## src/sha1_pkg.sv

```systemverilog
// Shared types, constants and codes for the SHA-1 hash core.
package sha1_pkg;

   typedef struct packed {
      logic [7:0] data_byte;
      logic       has_byte;
      logic       last;
   } sha1_req_type;

   typedef struct packed {
      logic [31:0] digest_word;
      logic [2:0]  word_index;
      logic        last_word;
   } sha1_rsp_type;

   typedef logic [0:4][31:0]  sha1_word5_type;
   typedef logic [0:15][31:0] sha1_block_type;

   typedef enum logic [2:0] {
      ST_IDLE,
      ST_PAD,
      ST_ROUND,
      ST_ADD,
      ST_OUT
   } sha1_state_type;

   typedef struct packed {
      logic       shift_byte;
      logic       shift_word;
      logic [7:0] byte_value;
   } sha1_sched_ctl_type;

   localparam sha1_word5_type CHAIN_INIT = {
      32'h67452301, 32'hEFCDAB89, 32'h98BADCFE, 32'h10325476, 32'hC3D2E1F0
   };

   localparam logic [31:0] K_ROUND0 = 32'h5A827999;
   localparam logic [31:0] K_ROUND1 = 32'h6ED9EBA1;
   localparam logic [31:0] K_ROUND2 = 32'h8F1BBCDC;
   localparam logic [31:0] K_ROUND3 = 32'hCA62C1D6;

   localparam logic [6:0] ROUND_GROUP1 = 7'd20;
   localparam logic [6:0] ROUND_GROUP2 = 7'd40;
   localparam logic [6:0] ROUND_GROUP3 = 7'd60;
   localparam logic [6:0] ROUND_LAST   = 7'd79;

   localparam logic [7:0] PAD_MARK   = 8'h80;
   localparam logic [5:0] POS_LAST   = 6'd63;
   localparam logic [5:0] POS_LENGTH = 6'd56;
   localparam logic [63:0] BITS_PER_BYTE = 64'd8;

   localparam logic [2:0] WORD_IDX_0    = 3'd0;
   localparam logic [2:0] WORD_IDX_1    = 3'd1;
   localparam logic [2:0] WORD_IDX_2    = 3'd2;
   localparam logic [2:0] WORD_IDX_3    = 3'd3;
   localparam logic [2:0] WORD_IDX_LAST = 3'd4;

endpackage

```

## src/sha1_round.sv

```systemverilog
// One SHA-1 compression round, shared across all 80 rounds.
module sha1_round (
   input  sha1_pkg::sha1_word5_type vars,
   input  logic [31:0]              w,
   input  logic [6:0]               round_idx,
   output sha1_pkg::sha1_word5_type vars_next
);
   import sha1_pkg::*;

   logic [31:0] a, b, c, d, e;
   logic [31:0] f, k;

   assign a = vars[0];
   assign b = vars[1];
   assign c = vars[2];
   assign d = vars[3];
   assign e = vars[4];

   always_comb begin
      if (round_idx < ROUND_GROUP1) begin
         f = (b & c) | (~b & d);
         k = K_ROUND0;
      end else if (round_idx < ROUND_GROUP2) begin
         f = b ^ c ^ d;
         k = K_ROUND1;
      end else if (round_idx < ROUND_GROUP3) begin
         f = (b & c) | (b & d) | (c & d);
         k = K_ROUND2;
      end else begin
         f = b ^ c ^ d;
         k = K_ROUND3;
      end
   end

   assign vars_next[0] = {a[26:0], a[31:27]} + f + e + k + w;
   assign vars_next[1] = a;
   assign vars_next[2] = {b[1:0], b[31:2]};
   assign vars_next[3] = c;
   assign vars_next[4] = d;

endmodule

```

## src/sha1_sched.sv

```systemverilog
// Block buffer: byte-wise fill and word-wise message schedule expansion.
module sha1_sched (
   input  logic                         clock,
   input  sha1_pkg::sha1_sched_ctl_type ctl,
   output logic [31:0]                  w_cur
);
   import sha1_pkg::*;

   sha1_block_type w_ff, w_in;
   logic [31:0]    mix;

   assign mix = w_ff[13] ^ w_ff[8] ^ w_ff[2] ^ w_ff[0];

   always_comb begin
      w_in = w_ff;
      if (ctl.shift_byte) begin
         for (int i = 0; i < 15; i++) begin
            w_in[i] = {w_ff[i][23:0], w_ff[i+1][31:24]};
         end
         w_in[15] = {w_ff[15][23:0], ctl.byte_value};
      end else if (ctl.shift_word) begin
         for (int i = 0; i < 15; i++) begin
            w_in[i] = w_ff[i+1];
         end
         w_in[15] = {mix[30:0], mix[31]};
      end
   end

   always_ff @(posedge clock) begin
      w_ff <= w_in;
   end

   assign w_cur = w_ff[0];

endmodule

```

## src/sha1_hash_core.sv

```systemverilog
// SHA-1 hash core: sequencer, chaining value and digest output.
//
// Usage:
//   req channel: one transfer per message byte (has_byte = 1) or none
//   (has_byte = 0); last = 1 closes the message, any byte on it counts first.
//   An empty message is a single transfer with has_byte = 0 and last = 1.
//   rsp channel: five transfers per message, digest word 0 (most significant)
//   first, word_index 0..4, last_word set on word 4.
// Timing:
//   A byte that fills the 64-byte block starts the 80 rounds and the
//   chaining add, all on the single round unit. After last, padding shifts
//   in one byte per cycle up to the end of the block (one or two blocks,
//   each then compressed in turn), then the five digest words follow,
//   one per cycle while rsp_stall is low. req_stall is high whenever the
//   core is padding, compressing or holding digest words.
// Reset clears the message state and loads the initial chaining value. A
// stalled digest word is held until it is taken; the next message is not
// accepted until word 4 has been transferred.
module sha1_hash_core (
   input  logic                   clock,
   input  logic                   reset,
   input  logic                   req_valid,
   output logic                   req_stall,
   input  sha1_pkg::sha1_req_type req_data,
   output logic                   rsp_valid,
   input  logic                   rsp_stall,
   output sha1_pkg::sha1_rsp_type rsp_data
);
   import sha1_pkg::*;

   sha1_state_type     state_ff, state_in;
   logic [5:0]         pos_ff, pos_in;
   logic [63:0]        count_ff, count_in;
   logic               mark_ff, mark_in;
   logic               len_ff, len_in;
   logic               pad_ff, pad_in;
   logic [6:0]         round_ff, round_in;
   logic [2:0]         idx_ff, idx_in;
   sha1_word5_type     chain_ff, chain_in;
   sha1_word5_type     vars_ff, vars_in;
   sha1_word5_type     vars_next;
   sha1_sched_ctl_type sched_ctl;
   logic [31:0]        w_cur;
   logic               len_sel;

   sha1_sched u_sched (
      .clock (clock),
      .ctl   (sched_ctl),
      .w_cur (w_cur)
   );

   sha1_round u_round (
      .vars      (vars_ff),
      .w         (w_cur),
      .round_idx (round_ff),
      .vars_next (vars_next)
   );

   assign len_sel = mark_ff && (len_ff || (pos_ff == POS_LENGTH));

   always_ff @(posedge clock) begin
      if (reset) begin
         state_ff <= ST_IDLE;
         pos_ff   <= '0;
         count_ff <= '0;
         mark_ff  <= 1'b0;
         len_ff   <= 1'b0;
         pad_ff   <= 1'b0;
         round_ff <= '0;
         idx_ff   <= '0;
         chain_ff <= CHAIN_INIT;
      end else begin
         state_ff <= state_in;
         pos_ff   <= pos_in;
         count_ff <= count_in;
         mark_ff  <= mark_in;
         len_ff   <= len_in;
         pad_ff   <= pad_in;
         round_ff <= round_in;
         idx_ff   <= idx_in;
         chain_ff <= chain_in;
      end
   end

   always_ff @(posedge clock) begin
      vars_ff <= vars_in;
   end

   always_comb begin
      state_in  = state_ff;
      pos_in    = pos_ff;
      count_in  = count_ff;
      mark_in   = mark_ff;
      len_in    = len_ff;
      pad_in    = pad_ff;
      round_in  = round_ff;
      idx_in    = idx_ff;
      chain_in  = chain_ff;
      vars_in   = vars_ff;
      sched_ctl = '0;
      req_stall = 1'b1;
      rsp_valid = 1'b0;
      unique case (state_ff)
         ST_IDLE: begin
            req_stall = 1'b0;
            if (req_valid) begin
               if (req_data.has_byte) begin
                  sched_ctl.shift_byte = 1'b1;
                  sched_ctl.byte_value = req_data.data_byte;
                  pos_in   = pos_ff + 6'd1;
                  count_in = count_ff + BITS_PER_BYTE;
               end
               pad_in = req_data.last;
               if (req_data.has_byte && (pos_ff == POS_LAST)) begin
                  state_in = ST_ROUND;
                  vars_in  = chain_ff;
               end else if (req_data.last) begin
                  state_in = ST_PAD;
               end
            end
         end
         ST_PAD: begin
            sched_ctl.shift_byte = 1'b1;
            if (!mark_ff) begin
               sched_ctl.byte_value = PAD_MARK;
               mark_in = 1'b1;
            end else if (len_sel) begin
               sched_ctl.byte_value = count_ff[63:56];
               len_in   = 1'b1;
               count_in = {count_ff[55:0], 8'h00};
            end else begin
               sched_ctl.byte_value = 8'h00;
            end
            pos_in = pos_ff + 6'd1;
            if (pos_ff == POS_LAST) begin
               state_in = ST_ROUND;
               vars_in  = chain_ff;
            end
         end
         ST_ROUND: begin
            sched_ctl.shift_word = 1'b1;
            vars_in = vars_next;
            if (round_ff == ROUND_LAST) begin
               round_in = '0;
               state_in = ST_ADD;
            end else begin
               round_in = round_ff + 7'd1;
            end
         end
         ST_ADD: begin
            for (int i = 0; i < 5; i++) begin
               chain_in[i] = chain_ff[i] + vars_ff[i];
            end
            if (len_ff) begin
               state_in = ST_OUT;
            end else if (pad_ff) begin
               state_in = ST_PAD;
            end else begin
               state_in = ST_IDLE;
            end
         end
         ST_OUT: begin
            rsp_valid = 1'b1;
            if (!rsp_stall) begin
               if (idx_ff == WORD_IDX_LAST) begin
                  state_in = ST_IDLE;
                  idx_in   = '0;
                  chain_in = CHAIN_INIT;
                  count_in = '0;
                  pos_in   = '0;
                  mark_in  = 1'b0;
                  len_in   = 1'b0;
                  pad_in   = 1'b0;
               end else begin
                  idx_in = idx_ff + 3'd1;
               end
            end
         end
         default: begin
            state_in = ST_IDLE;
         end
      endcase
   end

   always_comb begin
      case (idx_ff)
         WORD_IDX_0:    rsp_data.digest_word = chain_ff[0];
         WORD_IDX_1:    rsp_data.digest_word = chain_ff[1];
         WORD_IDX_2:    rsp_data.digest_word = chain_ff[2];
         WORD_IDX_3:    rsp_data.digest_word = chain_ff[3];
         WORD_IDX_LAST: rsp_data.digest_word = chain_ff[4];
         default:       rsp_data.digest_word = chain_ff[0];
      endcase
      rsp_data.word_index = idx_ff;
      rsp_data.last_word  = (idx_ff == WORD_IDX_LAST);
   end

`ifndef SYNTHESIS
   a_no_req_during_rsp: assert property (@(posedge clock) disable iff (reset)
      rsp_valid |-> req_stall)
      else $error("input taken while digest pending");

   a_done_after_last: assert property (@(posedge clock) disable iff (reset)
      (rsp_valid && !rsp_stall && rsp_data.last_word) |=> !rsp_valid)
      else $error("digest output continued past last word");

   a_round_range: assert property (@(posedge clock) disable iff (reset)
      round_ff <= ROUND_LAST)
      else $error("round counter out of range");

   a_round_only_in_round: assert property (@(posedge clock) disable iff (reset)
      (round_ff != 7'd0) |-> (state_ff == ST_ROUND))
      else $error("round counter active outside compression");
`endif

endmodule
```

## config.mk

```make
export PLATFORM = sky130hd
export DESIGN_NAME = sha1_hash_core
export DESIGN_NICKNAME = d
export VERILOG_FILES = /design/src/sha1_pkg.sv /design/src/sha1_round.sv /design/src/sha1_sched.sv /design/src/sha1_hash_core.sv
export SDC_FILE = /design/constraint.sdc
export NUM_CORES = 2
export LEC_CHECK = 0
export ABC_AREA = 1
export BUFFER_PORTS_ARGS = -buffer_cell sky130_fd_sc_hd__buf_2
export CORE_MARGIN = 2
export CORE_UTILIZATION = 40
export CTS_CLUSTER_SIZE = 10
export DETAILED_ROUTE_END_ITERATION = 16
export GPL_TIMING_DRIVEN = 1
export MAX_ROUTING_LAYER = met4
export PLACE_DENSITY = 0.6
export SYNTH_ARGS = -nofsm -noshare
export SYNTH_HDL_FRONTEND = slang
export SYNTH_SLANG_ARGS = --single-unit
```

## constraint.sdc

```tcl
create_clock -name clock -period 24.6 [get_ports clock]
set_clock_uncertainty 0.05 [all_clocks]
set_input_delay 1.23 -clock clock [delete_from_list [all_inputs] [get_ports clock]]
set_output_delay 1.23 -clock clock [all_outputs]
set_load 0.01 [all_outputs]
```

==> key figures <==
Run status
  – Status: finished, final reports clean

Clocking
  – Cts hold-fix bufs: 0
  – Clock Sinks: 915
  – CTS tree: done
  – Total CTS buffers: 110
  – Clk Latency, worst-skew pair: 0.76 ns
  – H-Tree Depth: 3
  – Root buf cell: clkbuf_16
  – Post-CTS Setup Repair Bufs: 0
  – Cts repair resizes: 0
  – Clock Path Buffers: 3
  – Clock slew at the register clock pins of the worst setup and hold paths: 0.06 ns

GRT
  – Global-route track usage on met2: 41.7%
  – GRT Resource Usage Total: 27.8%
  – Met3 Usage GRT: 3.82%
  – Initial antenna violation count: 5
  – Global route overflow: 0
  – First-pass GRT wire length: 309000 um
  – Grt peak-use layer: met2
  – Vias in the first global route: 48.8k
  – GR Layer Usage met1: 37.7%
  – Largest net degree at the start of global routing: 212

Drt
  – Average wire per standard cell: 20.9 um
  – Post-DR vias/cell: 5.24
  – First-pass DRT Iterations: 6
  – Routed Antenna Nets: 0
  – Vias: 52.5k
  – WL final: 209000 um
  – DR iter-0 viols: 5621
  – Remaining DRCs: 0

Floorplan
  – Die width: 389 um
  – IO Count: 52
  – Starting Density: 40.3%
  – Full die area: 152000 um2
  – Core Region: 147000 um2
  – Die Ht: 389 um
  – Num rows: 141

Critical path
  – Critical Path Start Type: flop
  – Crit path required time: 24.91 ns
  – Setup CP Type: flop to flop
  – Reg2reg start: state_ff[2]
  – CP endpoint kind: flop
  – R2R Setup Slk: 18.50 ns
  – Crit path max fanout: 182
  – Arr. time, crit path: 6.42 ns
  – Crit path from: state_ff[2]

STA
  – Fin. Hold Viols: 0
  – Max Clock Freq: 164 MHz
  – RSZ-0062 raised after global routing: false
  – Min Hold Slack: 0.421 ns
  – Fin. max-slew vios: 0
  – Min cycle time layout: 6.10 ns
  – Crit share post-route: 24.8%
  – Setup tns final: 0 ns
  – Worst-margin pin slew: 1.23 ns
  – Setup violators final: 0
  – Worst slew margin: 17.7%

Yosys
  – Synth cell types: 55
  – Post-synthesis average cell area: 7.37 um2
  – EDFF count, synth: 672
  – Synth Flop Type: edfxtp_1
  – Synth Net Count: 8401
  – Synth warn: 0
  – Gate Count Post-Synth: 8060
  – Fraction of registers with async set/reset: 0%
  – Post-Syn Area: 59400 um2
  – FF+latch count, synth: 915
  – Post-synthesis sequential area ratio: 42.2%

Power
  – Max VDD drop: 0.0000665 V
  – P per Cell Area: 85.2 nW/um2
  – P_leak: 30.4 nW

Hold path
  – Hold crit path type: flop to flop
  – Worst Min Path Start: pos_ff[5]

Run
  – Max cap viols: 0

Layout
  – Area Overhead vs Synth: 8.68%
  – Share of cells above drive strength 1: 3.50%
  – Final std cells w/o fill: 10.0k
  – Final core area utilization: 43.8%
  – Final net count: 8336

Placed design
  – Placed Cells: 9813
  – Routability Congestion: 1.02
  – Post-DP HPWL: 155000 um
  – Port bufs: 51
==> path summary, 6_finish.rpt <==
kind / to / cells after the start
worst max-delay path: u_sched.w_ff[320] / 10
worst min-delay path: pos_ff[5] / 2
worst max register to register: u_sched.w_ff[320] / 10
worst min register to register: pos_ff[5] / 2
==> stage by stage <==
| step | setup WS (ns) | total power, mW | instance area, um2 |
|---|---|---|---|
| 2_1_floorplan | 10.41 | 3.45 | 59400 |
| 3_3_place_gp | 18.18 | 3.92 | 61100 |
| 3_5_place_dp | 18.12 | 3.93 | 61100 |
| 4_1_cts | 18.56 | 5.52 | 64500 |
| 5_1_grt | 18.05 | 5.82 | 64500 |
| 6_report | 18.50 | 5.50 | 64500 |
==> layout by cell type, fill, tap and decap left out, types with 50 or more instances in the layout <==
| cell | instances |
|---|---|
| xor2_1 | 55 |
| a21oi_1 | 353 |
| buf_2 | 50 |
| edfxtp_1 | 672 |
| dfxtp_1 | 243 |
| ha_1 | 210 |
| fa_1 | 117 |
| o21ai_1 | 56 |
| clkbuf_16 | 111 |
| clkbuf_1 | 53 |
| nor2_1 | 419 |
| o21ai_0 | 327 |
| nor3_1 | 85 |
| nand4_1 | 54 |
| nand2_1 | 3388 |
| inv_1 | 1078 |
| nand3_1 | 366 |
| xnor2_1 | 123 |
==> flip-flops by register name, summed over array words and instances, names as in the netlist, 6 cells and up <==
signal / flops
round_ff: 7
u_sched.w_cur: 32
count_ff: 61
vars_ff: 160
chain_ff: 160
u_sched.w_ff: 480
pos_ff: 6
==> synthesized netlist by cell type, types with 14 or more instances <==
master	count	area, um2
or2_2	19	119
xor2_1	55	482
nand3b_1	16	120
ha_1	210	2630
a21oi_1	353	1770
dfxtp_1	243	4860
buf_4	52	390
o21ai_1	56	280
inv_1	1081	4060
o21bai_1	19	143
nand2_1	3391	12700
nand4_1	54	338
nor2_1	421	1580
buf_2	55	275
o21ai_0	327	1640
nand3_1	366	1830
edfxtp_1	672	20200
a211oi_1	27	203
nor3_1	87	435
a221oi_1	49	429
a22o_1	14	123
clkbuf_1	142	533
xnor2_1	123	1080
fa_1	117	2340
==> metal layers <==
metal / wire length [um] / share of wire, % / up-vias
met5: 0 / 0 / -
met4: 10100 / 4.8 / 0
met3: 14400 / 6.9 / 381
met2: 91700 / 44 / 1928
met1: 92600 / 44 / 24600
li1: - / - / 25500
==> layout make-up <==
cell class	instances	area, um2
Antenna cell	2	5.00
Inverter	1089	4110
Fill cell	15100	83000
Multi-Input combinational cell	5790	29000
Sequential cell	915	25000
Clock inverter	22	250
Clock buffer	176	3140
Timing Repair Buffer	89	581
Tap cell	1930	2410
==> where the power goes <==
part	internal (mW)	total, mW	leakage, nW	switching, mW
clock network	0.900	1.58	1.63	0.681
logic	0.549	1.72	20.5	1.17
registers	2.00	2.20	8.28	0.197
total	3.45	5.50	30.4	2.05
==> worst max-delay path, cell delays in order (launching register included) <==
cell     delay (ns)
dfxtp_1        0.37
nor2_1         0.31
nand2_2        0.16
inv_2          0.17
nand3_1        0.13
nand2_4        0.50
inv_8          0.41
nand2_4        0.74
buf_12         0.67
buf_4          0.87
buf_4          0.79
==> logic make-up (layout without fill, tap and decap cells) <==
kind of cell,count (synthesis),in the layout,share of synthesized area (%)
buffers and inverters,1355,1376,9.12
AND/OR/NAND/NOR,4384,4384,29.3
XOR/XNOR,178,178,2.63
other,0,2,0
flip-flops,915,915,42.2
AO/OA/AOI/OAI,901,901,8.43
adder cells (fa/ha/maj),327,327,8.37
Power figures use the tool's default switching activity.
